`config.mk`:
```
export PLATFORM = sky130hd
export DESIGN_NAME = think_tag_stream_splitter_top
export DESIGN_NICKNAME = d
export VERILOG_FILES = /design/src/hw/rtl/tts_pkg.sv /design/src/hw/rtl/think_tag_stream_splitter_top.sv
export SDC_FILE = /design/constraint.sdc
export NUM_CORES = 1
export LEC_CHECK = 0
export BUFFER_PORTS_ARGS = -buffer_cell sky130_fd_sc_hd__buf_4
export CORE_ASPECT_RATIO = 0.9
export CORE_MARGIN = 3
export CORE_UTILIZATION = 56
export DETAILED_ROUTE_END_ITERATION = 6
export GPL_TIMING_DRIVEN = 0
export PLACE_DENSITY_LB_ADDON = 0.05
export SYNTH_ARGS = -nofsm -noshare
export SYNTH_HDL_FRONTEND = slang
export SYNTH_SLANG_ARGS = --single-unit
```
`constraint.sdc`:
```
create_clock -name clk -period 8 [get_ports clk]
set_input_delay 2.4 -clock clk [delete_from_list [all_inputs] [get_ports clk]]
set_output_delay 2.4 -clock clk [all_outputs]
set_load 0.02 [all_outputs]
```
`src/hw/rtl/tts_pkg.sv`:
```
// tts_pkg: shared types, constants and tag tables for the think tag stream splitter
// no dependencies; imported by think_tag_stream_splitter_top and tb_think_tag_stream_splitter_top
`default_nettype none

package tts_pkg;

	localparam int NUM_CHANNELS = 4;
	localparam int CH_W         = 2;
	localparam int BYTE_W       = 8;
	localparam int CNT_W        = 3;
	localparam int DATA_W       = 16;

	localparam logic OP_TEXT  = 1'b0;
	localparam logic OP_FLUSH = 1'b1;

	localparam logic MODE_NORMAL    = 1'b0;
	localparam logic MODE_REASONING = 1'b1;

	localparam logic [CNT_W-1:0] OPEN_LEN_M1  = 3'd6;
	localparam logic [CNT_W-1:0] CLOSE_LEN_M1 = 3'd7;

	localparam logic [BYTE_W-1:0] CHAR_LT = 8'h3c;

	typedef struct packed {
		logic             mode;
		logic [CNT_W-1:0] cnt;
	} chan_state_t;

	// byte idx of "<think>" (mode 0) or "</think>" (mode 1)
	function automatic logic [BYTE_W-1:0] tag_byte(input logic mode,
		input logic [CNT_W-1:0] idx);
		logic [BYTE_W-1:0] b;
		b = CHAR_LT;
		if (mode == MODE_REASONING) begin
			case (idx)
				3'd0:    b = 8'h3c;
				3'd1:    b = 8'h2f;
				3'd2:    b = 8'h74;
				3'd3:    b = 8'h68;
				3'd4:    b = 8'h69;
				3'd5:    b = 8'h6e;
				3'd6:    b = 8'h6b;
				default: b = 8'h3e;
			endcase
		end else begin
			case (idx)
				3'd0:    b = 8'h3c;
				3'd1:    b = 8'h74;
				3'd2:    b = 8'h68;
				3'd3:    b = 8'h69;
				3'd4:    b = 8'h6e;
				3'd5:    b = 8'h6b;
				default: b = 8'h3e;
			endcase
		end
		return b;
	endfunction

endpackage

`default_nettype wire

```
`src/hw/rtl/think_tag_stream_splitter_top.sv`:
```
// think_tag_stream_splitter_top: per-channel think tag splitter over a state memory
// depends on tts_pkg
//
// usage:
//  s_axis carries one transaction per text byte or flush request; tdata holds
//  the channel and the byte, tuser the opcode (text or flush).
//  m_axis carries one transaction per emitted byte; tdata holds channel and
//  byte, tuser is high for reasoning text, tlast marks the final byte caused
//  by one input transaction. an input that only extends or completes a tag,
//  or a flush with nothing held, produces no output transaction.
//  the per-channel state memory is read as an input is accepted; the update
//  stage computes and writes back the new state and loads the output register.
//  throughput: one input per cycle while each input yields at most one byte
//  and m_axis_tready stays high; an input that yields n bytes (up to 8) holds
//  the output register until its last byte is taken; the byte count sets the rate.
//  back-to-back inputs on one channel are forwarded past the memory.
//  reset clears all channel modes to normal and all match counts to zero
//  at once through per-entry valid bits. when m_axis_tready is low the
//  output register holds, then the update stage, then s_axis_tready drops.
`default_nettype none

module think_tag_stream_splitter_top (
	input  wire  logic                       clk,
	input  wire  logic                       arst_n,
	input  wire  logic                       s_axis_tvalid,
	output logic                             s_axis_tready,
	input  wire  logic [tts_pkg::DATA_W-1:0] s_axis_tdata,  // channel[1:0], text_byte[9:2]
	input  wire  logic                       s_axis_tuser,  // opcode[0]
	output logic                             m_axis_tvalid,
	input  wire  logic                       m_axis_tready,
	output logic [tts_pkg::DATA_W-1:0]       m_axis_tdata,  // out_channel[1:0], out_byte[9:2]
	output logic                             m_axis_tuser,  // to_reasoning[0]
	output logic                             m_axis_tlast
);
	import tts_pkg::*;

	// input unpack
	logic [CH_W-1:0]   in_ch;
	logic [BYTE_W-1:0] in_byte;
	logic              in_acc;

	assign in_ch   = s_axis_tdata[CH_W-1:0];
	assign in_byte = s_axis_tdata[CH_W+BYTE_W-1:CH_W];
	assign in_acc  = s_axis_tvalid && s_axis_tready;

	// state memory
	chan_state_t               state_mem [NUM_CHANNELS];
	logic [NUM_CHANNELS-1:0]   st_valid_q;
	chan_state_t               rdata_s1;
	logic                      rvalid_s1;

	// write port
	logic                      wr_en;
	logic [CH_W-1:0]           wr_addr;
	chan_state_t               wr_data;

	// stage 1
	logic                      valid_s1;
	logic [CH_W-1:0]           ch_s1;
	logic                      op_s1;
	logic [BYTE_W-1:0]         byte_s1;
	logic                      fwd_hit_s1;
	chan_state_t               fwd_data_s1;

	// stage 2 (output register)
	logic                      valid_s2;
	logic [CH_W-1:0]           ch_s2;
	logic                      mode_s2;
	logic [CNT_W-1:0]          cnt_s2;
	logic                      emitb_s2;
	logic [BYTE_W-1:0]         byte_s2;
	logic [CNT_W-1:0]          idx_s2;

	// stage 1 logic
	chan_state_t               cur_st;
	logic [CNT_W-1:0]          cnt_c;
	logic [CNT_W-1:0]          len_m1;
	logic                      ch_ok;
	logic                      match;
	logic                      full;
	logic                      emitb;
	logic                      no_out;
	chan_state_t               nxt_st;
	logic                      s2_free;
	logic                      s1_adv;
	logic                      out_last;
	logic                      out_acc;

	always_comb begin
		cur_st = '0;
		if (fwd_hit_s1) begin
			cur_st = fwd_data_s1;
		end else if (rvalid_s1) begin
			cur_st = rdata_s1;
		end
		len_m1 = (cur_st.mode == MODE_REASONING) ? CLOSE_LEN_M1 : OPEN_LEN_M1;
		cnt_c  = (cur_st.cnt > len_m1) ? len_m1 : cur_st.cnt;
		ch_ok  = ({1'b0, ch_s1} < (CH_W+1)'(NUM_CHANNELS));
		match  = (op_s1 == OP_TEXT) && (byte_s1 == tag_byte(cur_st.mode, cnt_c));
		full   = match && (cnt_c == len_m1);
		emitb  = !match && (op_s1 == OP_TEXT) && (byte_s1 != CHAR_LT);
		no_out = !ch_ok || match || ((cnt_c == '0) && !emitb);
		nxt_st.mode = cur_st.mode;
		nxt_st.cnt  = '0;
		if (full) begin
			nxt_st.mode = ~cur_st.mode;
		end else if (match) begin
			nxt_st.cnt = cnt_c + CNT_W'(1);
		end else if ((op_s1 == OP_TEXT) && (byte_s1 == CHAR_LT)) begin
			nxt_st.cnt = CNT_W'(1);
		end
	end

	assign out_last = emitb_s2 ? (idx_s2 == cnt_s2)
		: ({1'b0, idx_s2} + 4'd1 == {1'b0, cnt_s2});
	assign out_acc  = valid_s2 && m_axis_tready;
	assign s2_free  = !valid_s2 || (m_axis_tready && out_last);
	assign s1_adv   = valid_s1 && (no_out || s2_free);
	assign s_axis_tready = !valid_s1 || s1_adv;

	assign wr_en   = s1_adv && ch_ok;
	assign wr_addr = ch_s1;
	assign wr_data = nxt_st;

	// memory, read and write
	always_ff @(posedge clk) begin
		if (wr_en) begin
			state_mem[wr_addr] <= wr_data;
		end
		if (in_acc) begin
			rdata_s1    <= state_mem[in_ch];
			ch_s1       <= in_ch;
			op_s1       <= s_axis_tuser;
			byte_s1     <= in_byte;
			fwd_data_s1 <= wr_data;
		end
	end

	always_ff @(posedge clk or negedge arst_n) begin
		if (!arst_n) begin
			st_valid_q <= '0;
			valid_s1   <= 1'b0;
			rvalid_s1  <= 1'b0;
			fwd_hit_s1 <= 1'b0;
		end else begin
			if (wr_en) begin
				st_valid_q[wr_addr] <= 1'b1;
			end
			if (in_acc) begin
				valid_s1   <= 1'b1;
				rvalid_s1  <= st_valid_q[in_ch];
				fwd_hit_s1 <= wr_en && (wr_addr == in_ch);
			end else if (s1_adv) begin
				valid_s1 <= 1'b0;
			end
		end
	end

	// output register
	always_ff @(posedge clk or negedge arst_n) begin
		if (!arst_n) begin
			valid_s2 <= 1'b0;
			idx_s2   <= '0;
		end else begin
			if (s1_adv && !no_out) begin
				valid_s2 <= 1'b1;
				idx_s2   <= '0;
			end else if (out_acc && out_last) begin
				valid_s2 <= 1'b0;
			end else if (out_acc) begin
				idx_s2 <= idx_s2 + CNT_W'(1);
			end
		end
	end

	always_ff @(posedge clk) begin
		if (s1_adv && !no_out) begin
			ch_s2    <= ch_s1;
			mode_s2  <= cur_st.mode;
			cnt_s2   <= match ? '0 : cnt_c;
			emitb_s2 <= emitb;
			byte_s2  <= byte_s1;
		end
	end

	assign m_axis_tvalid = valid_s2;
	assign m_axis_tdata  = {{(DATA_W-CH_W-BYTE_W){1'b0}},
		((idx_s2 < cnt_s2) ? tag_byte(mode_s2, idx_s2) : byte_s2), ch_s2};
	assign m_axis_tuser  = mode_s2;
	assign m_axis_tlast  = out_last;

	// checks
	a_idx_in_range: assert property (@(posedge clk) disable iff (!arst_n)
		valid_s2 |-> (idx_s2 <= cnt_s2))
		else $error("emit index beyond held prefix");

	a_s2_not_empty: assert property (@(posedge clk) disable iff (!arst_n)
		valid_s2 |-> ((cnt_s2 != '0) || emitb_s2))
		else $error("output register holds a transaction with no bytes");

	a_open_cnt_bound: assert property (@(posedge clk) disable iff (!arst_n)
		wr_en |-> !((wr_data.mode == MODE_NORMAL) && (wr_data.cnt == CLOSE_LEN_M1)))
		else $error("open tag match count reached tag length");

	a_load_starts_at_zero: assert property (@(posedge clk) disable iff (!arst_n)
		(s1_adv && !no_out) |=> (valid_s2 && (idx_s2 == '0)))
		else $error("output register load lost");

	a_stall_holds_s1: assert property (@(posedge clk) disable iff (!arst_n)
		(valid_s1 && !s1_adv) |=> (valid_s1 && $stable(ch_s1) && $stable(byte_s1)))
		else $error("update stage changed while stalled");

endmodule

`default_nettype wire

```
==> run metrics <==
Num CTS Buffers 9; GRT Max-Usage Layer met2; Routed WL 6480 um; Synth cell types 60; number of hold violations in the final report 0; CTS tree yes; M3 GR Usage 0.0529; grt met1 use 0.296; die width 87.2 um; Num Clock Sinks 61; IO Count 41; Core ar. 5510 um^2; # H-tree levels 3; Post-Synth Adder-Cell Area 0.0791; RR Endpoint state_mem[0][0]$_DFFE_PP_; Port-buffer cells 28; area leader, netlist edfxtp_1; Slew @ Worst Pin 0.833 ns; RePlAce Congestion 0.888; post-route minimum period 7.48 ns; CP startpoint kind register; main combinational cell family by area after synthesis simple AND/OR/NAND/NOR gates; Layout Nets 372; Antenna diodes 0; Cells after Synth 280; worst rel slew slack 0.443; largest cells by area after synthesis edfxtp_1 45%, dfrtp_1 8.3%, ha_1 7.9%; antenna viol nets, final 0; area grow syn2layout 16.7%; Setup TNS Final 0 ns; initial core utilization 0.603; full die area 6890 um^2; Initial DRC Count 117; Detailed Routing Iterations Pass 1 4; launch point of the worst path fwd_hit_s1$_DFFE_PN0P_; first-pass GRT wire length 10800 um; clk buf depth 2; Register-to-Register Path Depth 19; die height 79.1 um; DP Wirelength 4790 um; #FFs+latches synth 61; Compound-Gate Fraction of Synth Area 0.109; share of the synthesized area in the top cell type 0.452; worst hold margin 0.464 ns; Clock transition at path regs 0.07 ns; worst r2r src fwd_hit_s1$_DFFE_PN0P_; Post-Syn Area 3320 um^2; largest net degree at the start of global routing 20; Clock Skews 0.0109 ns; HP Class reg2reg; Non-Filler Instances 402; post-synthesis mux area share 0.0501; Global Route Usage Sum 0.207; status completed; post-place setup slack 0.652 ns; power density over cell area 447 nW/um^2; critical path endpoint s_axis_tready; Static Leak 1.54 nW; most frequent cells in the layout 50 x edfxtp_1, 40 x buf_4, 24 x nand2_1, 21 x nor2_1, 21 x ha_1; critical path class reg2out; # setup viols final 0; R2R setup slack 2.43 ns; Skew-Pair Late Insertion Delay 0.34 ns; Worst EP arrival 5.08 ns; share of layout cells above drive strength 1 0.224; synth warn 0; design area 3880 um^2; min-delay src byte_s1[7]$_DFFE_PP_; placed instance count 380; fmax 0.134 GHz; final worst path period share 0.935; Mapped Avg Cell Area 11.9 um^2; RSZ-0062 raised after global routing no; Avg Vias per Cell 5.68; max-slew violation count 0; number of global-route vias before repair 2170; Worst setup EP type output pin; Post-Synth XOR/XNOR Area 0.0343; WP data required 5.60 ns; grt met2 use 0.300; total grt overflow 0; commonest non-fill, non-tap cell in the layout edfxtp_1; Main synth FF type edfxtp_1; Placement Rows 25; Worst VDD drop 0.247 mV; Post-synth EDFFs 50; Setup WS post-layout 0.524 ns; Synth Area in Simple Gates 0.150; initial antenna violation count 0; share of synthesized registers carrying an async set or reset 0.180; Remaining DRCs 0; post_cts resized 0; max_cap viols 0; Root Driver clkbuf_8; Via Count 2283; WL/cell 16.1 um; Area after DPL 3630 um^2; sequential share of the synthesized area 0.535; Worst Path Max Fanout 10
final cells by class:
class                           instances  area (um^2)
Sequential cell                        61         1780
Fill cell                             413         1630
Multi-Input combinational cell        193         1430
Timing Repair Buffer                   34          255
Clock buffer                           10          128
Tap cell                               67         83.8
Inverter                               19         71.3
Buffer                                 12         68.8
Clock inverter                          6         63.8
metrics by stage:
stage                      util  power, mW
after detailed placement  0.660       1.46
final                     0.704       1.73
after CTS                 0.695       1.73
after floorplan               -       1.20
after global placement    0.660       1.43
after global routing      0.704       1.87
kinds of logic after synthesis:
group,count (synthesis)
AOI/OAI and AO/OA,52
xor gates and xnor gates,13
other,1
buffers and inverters,31
muxes,10
and+or+nand+nor,91
adders and majority gates,21
DFF,61
per-layer routing:
layer	part of all wire	wire, um	up-vias
met5	0	0	-
met4	0.013	83	0
met3	0.069	444	8
met2	0.46	3000	64
met1	0.46	2960	1088
li1	-	-	1123
synth_stat cells, drive strengths merged, types with 2 or more instances:
cell     number
nand4b        2
dfrtp        11
nand2b        7
xnor2        10
a211oi        4
nor4          6
xor2          3
edfxtp       50
buf           8
o21bai        4
a2111oi       3
nand2        24
nand4         3
or2           3
o31ai         2
nor3          6
nor2         22
a31oi         4
mux2i         2
inv          18
a21o          2
o21ai        14
ha           21
and2          3
mux4          5
nand3         4
o31a          2
mux2          3
or4           3
or3           2
a21oi         8
nand3b        3
clkbuf        4
state kept, by name, summed over array words and instances (netlist names), 2 cells and up:
signal and cells:
st_valid_q 4, fwd_data_s1 4, state_mem 16, cnt_s2 3, byte_s2 8, ch_s1 2
ch_s2 2, idx_s2 3, byte_s1 8, rdata_s1 4
report_power, final:
group	leakage, nW	switching [mW]	internal [mW]	total (mW)
sequential	0.589	0.0649	0.486	0.551
clock	0.0939	0.119	0.143	0.263
combinational	0.856	0.558	0.361	0.918
what timing repair did:
action,in CTS,in global routing
setup buffers,0,6
setup endpoints to repair,0,1
hold buffers,0,0
worst max-delay path, stage by stage (launching register included):
cell,delay (ns)
dfrtp_1,0.42
buf_2,0.19
o21ai_0,0.48
inv_1,0.13
ha_1,0.21
nand2b_1,0.20
o21bai_1,0.23
a21oi_1,0.45
inv_1,0.16
ha_1,0.30
or4_1,0.53
o2111a_1,0.18
or3_1,0.35
nand4_1,0.19
nor4_4,0.06
buf_4,0.17
or2_2,0.31
buf_4,0.16
worst min-delay path by stage:
stage                                      end  slack, ns  cells past startpoint
after floorplan           byte_s2[7]$_DFFE_PP_       0.42                      0
after global placement    byte_s2[7]$_DFFE_PP_       0.42                      0
after detailed placement  byte_s2[7]$_DFFE_PP_       0.44                      0
after CTS                 byte_s2[7]$_DFFE_PP_       0.47                      0
after global routing      byte_s2[7]$_DFFE_PP_       0.49                      0
final                     byte_s2[7]$_DFFE_PP_       0.46                      0
No activity file was read; power rests on OpenSTA's default activity.
